[src/rtl/core/lic_pkg.sv]
package lic_pkg;

   localparam int CAPACITY_DEF = 8;
   localparam int ID_BITS_DEF  = 16;

   // field widths on the ports
   localparam int ID_W        = 16;
   localparam int OCC_W       = 4;
   localparam int REQ_DATA_W  = 16;
   localparam int RSP_DATA_W  = 24;
   localparam int RSP_PAD_W   = RSP_DATA_W - ID_W - OCC_W;
   localparam int RSP_USER_W  = 2;

   localparam logic REQ_ADD    = 1'b0;
   localparam logic REQ_OBTAIN = 1'b1;

   typedef enum logic {
      ST_IDLE,
      ST_UPDATE
   } lic_state_type;

   // per-cycle command broadcast to every cell
   typedef struct packed {
      logic look;
      logic update;
      logic is_add;
      logic full;
      logic hit;
   } lic_ctl_type;

endpackage

[src/rtl/core/lru_id_cache.sv]
// Fully associative LRU cache of ids held in a row of CAPACITY cells, each
// cell one entry (id and recency rank). A request goes through ST_IDLE and
// ST_UPDATE: in the accept cycle every cell compares against the id at once
// and a ripple along the row picks the earliest hit (or, for an add into a
// full cache, the rank-0 victim); in the next cycle all cells update their
// ranks in place and shift down over the victim, and the response word is
// loaded into the output register. No new request is taken before that update
// is done, nor while a stalled response word is still held in the register.
// Requests: tuser is the kind (0 add, 1 obtain). Responses: occupancy is the
// entry count after the request, kept to its low 4 bits. After reset the
// cache is empty and ready at once.
module lru_id_cache #(
   parameter int CAPACITY = lic_pkg::CAPACITY_DEF,
   parameter int ID_BITS  = lic_pkg::ID_BITS_DEF
) (
   input  logic                             clock,
   input  logic                             reset,
   input  logic                             req_tvalid,
   output logic                             req_tready,
   input  logic [lic_pkg::REQ_DATA_W-1:0]   req_tdata,  // [15:0] resource_id
   input  logic                             req_tuser,  // [0] req_type
   output logic                             rsp_tvalid,
   input  logic                             rsp_tready,
   output logic [lic_pkg::RSP_DATA_W-1:0]   rsp_tdata,  // [15:0] evicted_id, [19:16] occupancy
   output logic [lic_pkg::RSP_USER_W-1:0]   rsp_tuser   // [0] found, [1] evicted
);

   localparam int CNT_W  = $clog2(CAPACITY + 1);
   localparam int RANK_W = (CAPACITY > 1) ? $clog2(CAPACITY) : 1;
   localparam int ID_W   = lic_pkg::ID_W;
   localparam int OCC_W  = lic_pkg::OCC_W;
   localparam logic [CNT_W-1:0] CNT_FULL = CNT_W'(CAPACITY);
   localparam logic [CNT_W-1:0] CNT_ONE  = CNT_W'(1);

   lic_pkg::lic_state_type state_ff, state_in;
   lic_pkg::lic_ctl_type   ctl;
   logic                   ready;

   logic               is_add_ff, full_ff, found_ff;
   logic [ID_BITS-1:0] id_ff, ev_id_ff, look_id, key_id;
   logic [RANK_W-1:0]  key_rank_ff;
   logic [CNT_W-1:0]   count_ff, count_in;

   logic                            rsp_valid_ff, rsp_valid_in;
   logic [lic_pkg::RSP_DATA_W-1:0]  rsp_data_ff;
   logic [lic_pkg::RSP_USER_W-1:0]  rsp_user_ff;
   logic [ID_W-1:0]                 rsp_ev_id;

   logic [CAPACITY:0]  hit_chain, vict_chain;
   logic [RANK_W-1:0]  rank_chain [CAPACITY+1];
   logic [ID_BITS-1:0] idc_chain  [CAPACITY+1];
   logic [ID_BITS-1:0] cell_id    [CAPACITY];
   logic [RANK_W-1:0]  cell_rank  [CAPACITY];

   // next state
   always_comb begin
      state_in = state_ff;
      case (state_ff)
         lic_pkg::ST_IDLE:   if (req_tvalid && ready) state_in = lic_pkg::ST_UPDATE;
         lic_pkg::ST_UPDATE: state_in = lic_pkg::ST_IDLE;
         default:            state_in = lic_pkg::ST_IDLE;
      endcase
   end

   // control outputs
   always_comb begin
      ready      = 1'b0;
      ctl        = '0;
      ctl.is_add = is_add_ff;
      ctl.full   = full_ff;
      ctl.hit    = found_ff;
      case (state_ff)
         lic_pkg::ST_IDLE: begin
            ready    = !rsp_valid_ff || rsp_tready;
            ctl.look = req_tvalid && ready;
         end
         lic_pkg::ST_UPDATE: ctl.update = 1'b1;
         default:            ready = 1'b0;
      endcase
   end

   assign req_tready = ready;

   assign look_id = ID_BITS'(req_tdata[ID_W-1:0]);
   assign key_id  = ctl.look ? look_id : id_ff;

   assign hit_chain[0]  = 1'b0;
   assign vict_chain[0] = 1'b0;
   assign rank_chain[0] = '0;
   assign idc_chain[0]  = '0;

   for (genvar i = 0; i < CAPACITY; i++) begin : g_cell
      logic [ID_BITS-1:0] nb_id;
      logic [RANK_W-1:0]  nb_rank;

      if (i == CAPACITY - 1) begin : g_end
         assign nb_id   = '0;
         assign nb_rank = '0;
      end else begin : g_mid
         assign nb_id   = cell_id[i+1];
         assign nb_rank = cell_rank[i+1];
      end

      lic_cell #(
         .CAPACITY (CAPACITY),
         .ID_BITS  (ID_BITS),
         .IDX      (i)
      ) u_cell (
         .clock          (clock),
         .ctl            (ctl),
         .key_id         (key_id),
         .count          (count_ff),
         .key_rank       (key_rank_ff),
         .nb_id          (nb_id),
         .nb_rank        (nb_rank),
         .hit_prior_in   (hit_chain[i]),
         .hit_prior_out  (hit_chain[i+1]),
         .vict_prior_in  (vict_chain[i]),
         .vict_prior_out (vict_chain[i+1]),
         .rank_chain_in  (rank_chain[i]),
         .rank_chain_out (rank_chain[i+1]),
         .id_chain_in    (idc_chain[i]),
         .id_chain_out   (idc_chain[i+1]),
         .id_out         (cell_id[i]),
         .rank_out       (cell_rank[i])
      );
   end

   always_comb begin
      count_in = count_ff;
      if (ctl.update && is_add_ff && !full_ff) begin
         count_in = count_ff + CNT_ONE;
      end
   end

   always_comb begin
      rsp_valid_in = rsp_valid_ff;
      if (rsp_valid_ff && rsp_tready) rsp_valid_in = 1'b0;
      if (ctl.update)                 rsp_valid_in = 1'b1;
   end

   assign rsp_ev_id = (is_add_ff && full_ff) ? ID_W'(ev_id_ff) : '0;

   always_ff @(posedge clock) begin
      if (reset) begin
         state_ff     <= lic_pkg::ST_IDLE;
         count_ff     <= '0;
         rsp_valid_ff <= 1'b0;
      end else begin
         state_ff     <= state_in;
         count_ff     <= count_in;
         rsp_valid_ff <= rsp_valid_in;
      end
   end

   // hold the request and what the row found until the update cycle
   always_ff @(posedge clock) begin
      if (ctl.look) begin
         is_add_ff   <= (req_tuser == lic_pkg::REQ_ADD);
         id_ff       <= look_id;
         full_ff     <= (count_ff == CNT_FULL);
         found_ff    <= hit_chain[CAPACITY];
         key_rank_ff <= rank_chain[CAPACITY];
         ev_id_ff    <= idc_chain[CAPACITY];
      end
      if (ctl.update) begin
         rsp_data_ff <= {{lic_pkg::RSP_PAD_W{1'b0}}, OCC_W'(count_in), rsp_ev_id};
         rsp_user_ff <= {is_add_ff && full_ff, !is_add_ff && found_ff};
      end
   end

   assign rsp_tvalid = rsp_valid_ff;
   assign rsp_tdata  = rsp_data_ff;
   assign rsp_tuser  = rsp_user_ff;

endmodule

[src/rtl/core/lic_cell.sv]
module lic_cell #(
   parameter int CAPACITY = lic_pkg::CAPACITY_DEF,
   parameter int ID_BITS  = lic_pkg::ID_BITS_DEF,
   parameter int IDX      = 0,
   localparam int CNT_W   = $clog2(CAPACITY + 1),
   localparam int RANK_W  = (CAPACITY > 1) ? $clog2(CAPACITY) : 1
) (
   input  logic                  clock,
   input  lic_pkg::lic_ctl_type  ctl,
   input  logic [ID_BITS-1:0]    key_id,
   input  logic [CNT_W-1:0]      count,
   input  logic [RANK_W-1:0]     key_rank,
   input  logic [ID_BITS-1:0]    nb_id,
   input  logic [RANK_W-1:0]     nb_rank,
   input  logic                  hit_prior_in,
   output logic                  hit_prior_out,
   input  logic                  vict_prior_in,
   output logic                  vict_prior_out,
   input  logic [RANK_W-1:0]     rank_chain_in,
   output logic [RANK_W-1:0]     rank_chain_out,
   input  logic [ID_BITS-1:0]    id_chain_in,
   output logic [ID_BITS-1:0]    id_chain_out,
   output logic [ID_BITS-1:0]    id_out,
   output logic [RANK_W-1:0]     rank_out
);

   localparam logic [CNT_W-1:0]  IDX_C     = CNT_W'(IDX);
   localparam logic [CNT_W-1:0]  CNT_ONE   = CNT_W'(1);
   localparam logic [RANK_W-1:0] RANK_ONE  = RANK_W'(1);
   localparam logic [RANK_W-1:0] LAST_RANK = RANK_W'(CAPACITY - 1);

   logic [ID_BITS-1:0] id_ff,  id_in;
   logic [RANK_W-1:0]  rank_ff, rank_in;
   logic               hit_sel_ff, vict_ge_ff;

   logic valid, hit_cand, vict_cand, hit_sel, vict_sel;

   assign valid     = IDX_C < count;
   assign hit_cand  = valid && (id_ff == key_id);
   assign vict_cand = valid && (rank_ff == '0);

   // earliest match wins: a cell selects only if no earlier cell did
   assign hit_sel        = hit_cand && !hit_prior_in;
   assign vict_sel       = vict_cand && !vict_prior_in;
   assign hit_prior_out  = hit_prior_in | hit_cand;
   assign vict_prior_out = vict_prior_in | vict_cand;
   assign rank_chain_out = rank_chain_in | (hit_sel ? rank_ff : '0);
   assign id_chain_out   = id_chain_in | (vict_sel ? id_ff : '0);

   assign id_out   = id_ff;
   assign rank_out = rank_ff;

   always_comb begin
      id_in   = id_ff;
      rank_in = rank_ff;
      if (ctl.update) begin
         if (ctl.is_add) begin
            if (!ctl.full) begin
               if (IDX_C == count) begin
                  id_in   = key_id;
                  rank_in = RANK_W'(count);
               end
            end else if (IDX == CAPACITY - 1) begin
               id_in   = key_id;
               rank_in = LAST_RANK;
            end else if (vict_ge_ff) begin
               // close up over the victim, taking the neighbor's word
               id_in   = nb_id;
               rank_in = nb_rank - RANK_ONE;
            end else begin
               rank_in = rank_ff - RANK_ONE;
            end
         end else if (ctl.hit) begin
            if (hit_sel_ff) begin
               rank_in = RANK_W'(count - CNT_ONE);
            end else if (valid && (rank_ff > key_rank)) begin
               rank_in = rank_ff - RANK_ONE;
            end
         end
      end
   end

   always_ff @(posedge clock) begin
      id_ff   <= id_in;
      rank_ff <= rank_in;
      if (ctl.look) begin
         hit_sel_ff <= hit_sel;
         vict_ge_ff <= vict_prior_out;
      end
   end

endmodule

[config.mk]
export PLATFORM = sky130hd
export DESIGN_NAME = lru_id_cache
export DESIGN_NICKNAME = d
export VERILOG_FILES = /design/src/rtl/core/lic_pkg.sv /design/src/rtl/core/lru_id_cache.sv /design/src/rtl/core/lic_cell.sv
export SDC_FILE = /design/constraint.sdc
export NUM_CORES = 1
export LEC_CHECK = 0
export ABC_AREA = 1
export BUFFER_PORTS_ARGS = -buffer_cell sky130_fd_sc_hd__buf_4
export CELL_PAD_IN_SITES_DETAIL_PLACEMENT = 1
export CELL_PAD_IN_SITES_GLOBAL_PLACEMENT = 2
export CORE_MARGIN = 2
export CORE_UTILIZATION = 30
export CTS_CLUSTER_SIZE = 12
export DETAILED_ROUTE_END_ITERATION = 8
export GPL_TIMING_DRIVEN = 0
export PLACE_DENSITY = 0.73
export SLEW_MARGIN = 25
export SYNTH_ARGS = -nofsm -noshare
export SYNTH_HDL_FRONTEND = slang
export SYNTH_HIERARCHICAL = 1
export SYNTH_SLANG_ARGS = --single-unit
[constraint.sdc]
create_clock -name clock -period 5.65 [get_ports clock]
set_input_delay 1.4125 -clock clock [delete_from_list [all_inputs] [get_ports clock]]
set_output_delay 1.4125 -clock clock [all_outputs]
set_load 0.1 [all_outputs]
==> results of run 1 <==
-- layout by cell type, fill, tap and decap left out, drive strengths merged, types with 26 or more instances in the layout --
cell type,n
nand4,31
edfxtp,211
ha,61
clkbuf,57
nand2,624
inv,396
nand3,64
a21oi,53
xnor2,38
buf,76
o21bai,122
nor2,159
o21ai,160
conb,26
-- power by group through the flow --
stage          registers [mW]  logic [mW]  clock network, mW
6_report                 2.03       0.901               1.91
5_1_grt                  2.04        1.01               2.04
4_1_cts                  2.03       0.899               1.97
3_5_place_dp             2.07       0.893                  0
3_3_place_gp             2.08       0.850                  0
2_1_floorplan            2.10       0.552                  0
-- what timing repair did --
action | in CTS | in global routing
endpoints found under the setup margin | 3 | 5
gates resized for setup | 4 | 11
pin swaps | 0 | 0
-- through the flow --
step / total power [mW] / hold slack (ps) / setup slack (ps) / instances / setup TNS, ps
final: 4.84 / 543 / 413 / 2894 / 0
after floorplan: 2.65 / 519 / 1160 / 2093 / 0
after CTS: 4.90 / 550 / 29.8 / 2893 / 0
after global routing: 5.09 / 564 / 39.4 / 2893 / 0
after global placement: 2.93 / 531 / -717 / 2825 / -3450
after detailed placement: 2.96 / 541 / -671 / 2835 / -3070
-- critical path: cells and delay by family --
family	cells	cell delay, ps
buffers and inverters	11	1450
XOR/XNOR	1	160
AO/OA/AOI/OAI	1	120
AND/OR/NAND/NOR	14	2400
-- routing by layer --
| metal | share of wire [%] | track usage [%] |
|---|---|---|
| met2 | 45 | 31.7 |
| met1 | 50 | 28.1 |
| met4 | 0.95 | 3.09 |
| met3 | 4.1 | 2.33 |
| met5 | 0 | 0 |
-- final cells by class --
cell class | instances | area [um^2]
fill | 6414 | 34200
multi-input combinational | 1428 | 7760
sequential | 233 | 6780
inverter | 396 | 1490
clock buffer | 43 | 892
tap | 688 | 861
timing repair buffer | 54 | 495
buffer | 36 | 206
clock inverter | 15 | 80.1
antenna | 1 | 2.50
-- worst max-delay path by stage --
stage	cells after the start	endpoint	slack, ps	start
after floorplan	29	key_rank_ff[0]	1160	rsp_tready
after global placement	28	key_rank_ff[2]	-720	state_ff
after detailed placement	30	key_rank_ff[2]	-670	rsp_tready
after CTS	27	key_rank_ff[2]	30	rsp_tready
after global routing	31	key_rank_ff[1]	40	rsp_tready
final	27	key_rank_ff[2]	410	rsp_tready
-- state kept, by name, summed over array words and instances, names as in the netlist --
register / flops
count_ff: 4
ev_id_ff: 16
found_ff: 1
full_ff: 1
g_cell.u_cell/hit_sel_ff: 8
g_cell.u_cell/id_out: 128
g_cell.u_cell/rank_out: 24
g_cell.u_cell/vict_ge_ff: 7
id_ff: 16
is_add_ff: 1
key_rank_ff: 3
rsp_tdata: 20
rsp_tuser: 2
rsp_tvalid: 1
state_ff: 1
==> results.cfg, run 1 <==
[routing]
vias = 14100
ant_nets = 0
remaining_drc_errors = 0
routed_wl_um = 54400
wl_per_cell_um = 18.8
drt_iter0_markers = 917
avgViaCountPerCell = 4.87
dr.pass1.iters = 4

[die]
die_width_um = 235
dieArea_um2 = 55400
num_io_pins = 49
die_h_um = 235
rows = 84
start_util_pct = 30.4
core_area_um2 = 52800

[min_path]
hold-path-cell-count = 2
hold_end = rsp_tdata[0]
min_from = ev_id_ff[0]
min_path_type = register to register

[synth]
netlist_area_um2 = 16100
avgSynthCellArea_um2 = 7.77
ys_warn_count = 6
synthCells = 2068

[power]
p_int_mw = 3.34
cellPowerDensity_nw_per_um2 = 261
power.switching_mw = 1.51
peakVddDrop_uv = 151
pwr-share-clk_pct = 39.4
p_leak_nw = 8.33
netSwitchingFraction_pct = 31.1
combPwrFrac_pct = 18.6
share_seq_of_total_power_pct = 42.0

[clocking]
clk_pin_slew_ps = 60
worstSkewPairLatency_ps = 590
cts_max_level = 1
cts_buffer_depth = 3
post_cts_buffers = 0
hold_buffers = 0
cts_root_buf = clkbuf_16
cts_made_buffers = 31
cts_tree = yes
numClockSinks = 233

[worst_setup_path]
required_ps = 5990
cp-start-kind = input pin
path_common_cell = nand2_1
crit_type = input pin to register
r2r_cells = 25
r2r_slack_ps = 720
reg2reg_to = key_rank_ff[2]
critPathMaxStageDelay_ps = 480
path_max_fanout = 46
crit_arrival_ps = 5580
end_kind = register
crit_path_top_delay_cell = nor3_2
reg2reg_from = state_ff

[global_route]
overflow = 0
antenna_found_initial = 1
grt_pass1_wl_um = 84800
grt_use_total_pct = 19.5
grt_pass1_vias = 14700
grt_start_max_net_pins = 47

[placed_design]
gp_congestion = 0.888
postPlaceCellArea_um2 = 17600
port_buffers = 44
dp_hpwl_um = 42700

[run_status]
status = finished, final reports clean

[sta]
rsz0062_at_grt = false
fin_skew_ps = 23.1
drv_slew = 0
finalHoldViolCount = 0
maxSlewHeadroom_pct = 33.0
fin_crit_ps = 5240
fmax_ghz = 0.191
worst_slew_pin_slew_ps = 1000
fin_crit_sh_pct = 92.7
setup_violations = 0

[finish]
fin_area_um2 = 18600
final_core_util_pct = 35.2
drive_gt1_share_pct = 13.2
synthToLayoutAreaGrowth_pct = 15.6
layout.nets = 2262

[job]
drv_cap = 0
No activity file was read; power rests on OpenSTA's default activity.
==> inputs of run 2 (changes only) <==
Settings changed: CTS_BUF_LIST set to sky130_fd_sc_hd__clkbuf_4 sky130_fd_sc_hd__clkbuf_8.
==> results.cfg, run 2 (synthesized netlist as in run 1, its figures left out) <==
[worst_setup_path]
crit_path_top_delay_cell = nor3_2
r2r_cells = 25
crit_arrival_ps = 5630
cp-start-kind = input pin
path_common_cell = nand2_1
required_ps = 6020
reg2reg_from = state_ff
cp.depth = 27
startpoint = rsp_tready
crit_type = input pin to register
end_kind = register
critPathMaxStageDelay_ps = 490
critPathTopFamily = simple AND/OR/NAND/NOR gates
crit_buf_inv = 11
path_max_fanout = 46

[finish]
synthToLayoutAreaGrowth_pct = 15.6
multi_input_area_um2 = 7760
final_common_cell = nand2_1
layout.nets = 2278
final.fill_count = 6445
seq_area_um2 = 6780
final_cell_mix = 600 x nand2_1, 350 x inv_1, 211 x edfxtp_1
drive_gt1_share_pct = 14.3
fin_area_um2 = 18600
largest_reg_flops = 128

[routing]
avgViaCountPerCell = 4.85
met2_length_um = 24400
top_layer_used = met4
vias = 14200
wl_met3_um = 2270
wl_per_cell_um = 18.8
ant_nets = 0
dr.pass1.iters = 5
drt_iter0_markers = 762
routed_wl_um = 54800
remaining_drc_errors = 0
m1WireLength_um = 27200

[placed_design]
postPlaceCellArea_um2 = 17600
dp_hpwl_um = 42700
gp_congestion = 0.888
dp_slack_ps = -671
port_buffers = 44

[clocking]
cts_tree = yes
post_cts_buffers = 0
cts_root_buf = clkbuf_8
numClockSinks = 233
cts_max_level = 2
cts_made_buffers = 47
cts_buffer_depth = 3
clk_pin_slew_ps = 60
worstSkewPairLatency_ps = 620

[min_path]
min_path_type = register to register
hold-path-cell-count = 2
min_from = ev_id_ff[4]

[die]
dieArea_um2 = 55400
num_io_pins = 49
core_area_um2 = 52800
start_util_pct = 30.4
rows = 84
die_h_um = 235
die_width_um = 235

[sta]
fin_crit_ps = 5250
layout_setup_ws_ps = 397
setup_violations = 0
maxSlewHeadroom_pct = 32.9
drv_slew = 0
finalHoldViolCount = 0
fmax_ghz = 0.190
fin_crit_sh_pct = 93.0
worst_slew_pin_slew_ps = 1010
rsz0062_at_grt = false
fin_skew_ps = 32.1
timing.hold.ws_ps = 548

[run_status]
status = finished, final reports clean

[global_route]
grt_start_max_net_pins = 47
grt_use_total_pct = 19.8
antenna_found_initial = 4
grt_pass1_wl_um = 85400
grt_pass1_vias = 14800
overflow = 0

[power]
cellPowerDensity_nw_per_um2 = 258
p_leak_nw = 8.36
peakVddDrop_uv = 118

[job]
drv_cap = 0
-- run 2: area by class of cell --
cell class | instances | share of cell area [%]
antenna | 2 | 0.0270
buffer | 36 | 1.11
clock buffer | 75 | 4.78
clock inverter | 11 | 0.411
inverter | 396 | 8.02
multi-input combinational | 1428 | 41.8
sequential | 233 | 36.5
tap | 688 | 4.64
timing repair buffer | 54 | 2.67
-- run 2: final timing paths --
kind / endpoint / slack (ps)
worst max-delay path: key_rank_ff[2] / 400
worst min-delay path: rsp_tdata[4] / 550
worst max register to register: key_rank_ff[2] / 650
worst min register to register: rsp_tdata[4] / 550
-- run 2: worst reg2reg max path, stage by stage (launching register included) --
cell      delay [ps]
dfxtp_4          750
inv_2            140
nand3_4          250
inv_4            140
clkbuf_8         350
nand2_1          170
nand2_2          320
xor2_1           300
nor3_2           490
nand2_1          190
nand2_1          120
inv_1             80
nand2_1          130
inv_1            100
nand2_1          110
inv_1             80
nand2_1          110
inv_1             90
o21ai_0          120
inv_1            130
nand2_1          120
inv_1             90
nand2_1          130
inv_1            110
nand4_1          110
nand2_1           60
-- run 2: per-layer routing --
layer	track usage, %	vias to the layer above
li1	-	6911
met1	27.8	6949
met2	31.9	236
met3	2.81	70
met4	4.84	0
met5	0	-
-- run 2: timing repair --
| item | CTS | global route |
|---|---|---|
| hold buffers | 0 | 0 |
| resized for setup | 0 | 14 |
| endpoints found under the setup margin | 0 | 5 |
-- run 2: report_power, final --
| part | internal [mW] | total [mW] | switching, mW |
|---|---|---|---|
| Combinational | 0.267 | 0.901 | 0.634 |
| Clock | 1.04 | 1.86 | 0.819 |
| Sequential | 1.97 | 2.03 | 0.0591 |
-- run 2: through the flow --
step / power (mW) / std cells / setup TNS (ps) / util [%]
after detailed placement: 2.96 / 2835 / -3070 / 33.3
after floorplan: 2.65 / 2093 / 0 / -
after global routing: 5.04 / 2922 / 0 / 35.2
final: 4.79 / 2923 / 0 / 35.2
after CTS: 4.86 / 2921 / 0 / 35.1
after global placement: 2.93 / 2825 / -3450 / 32.9
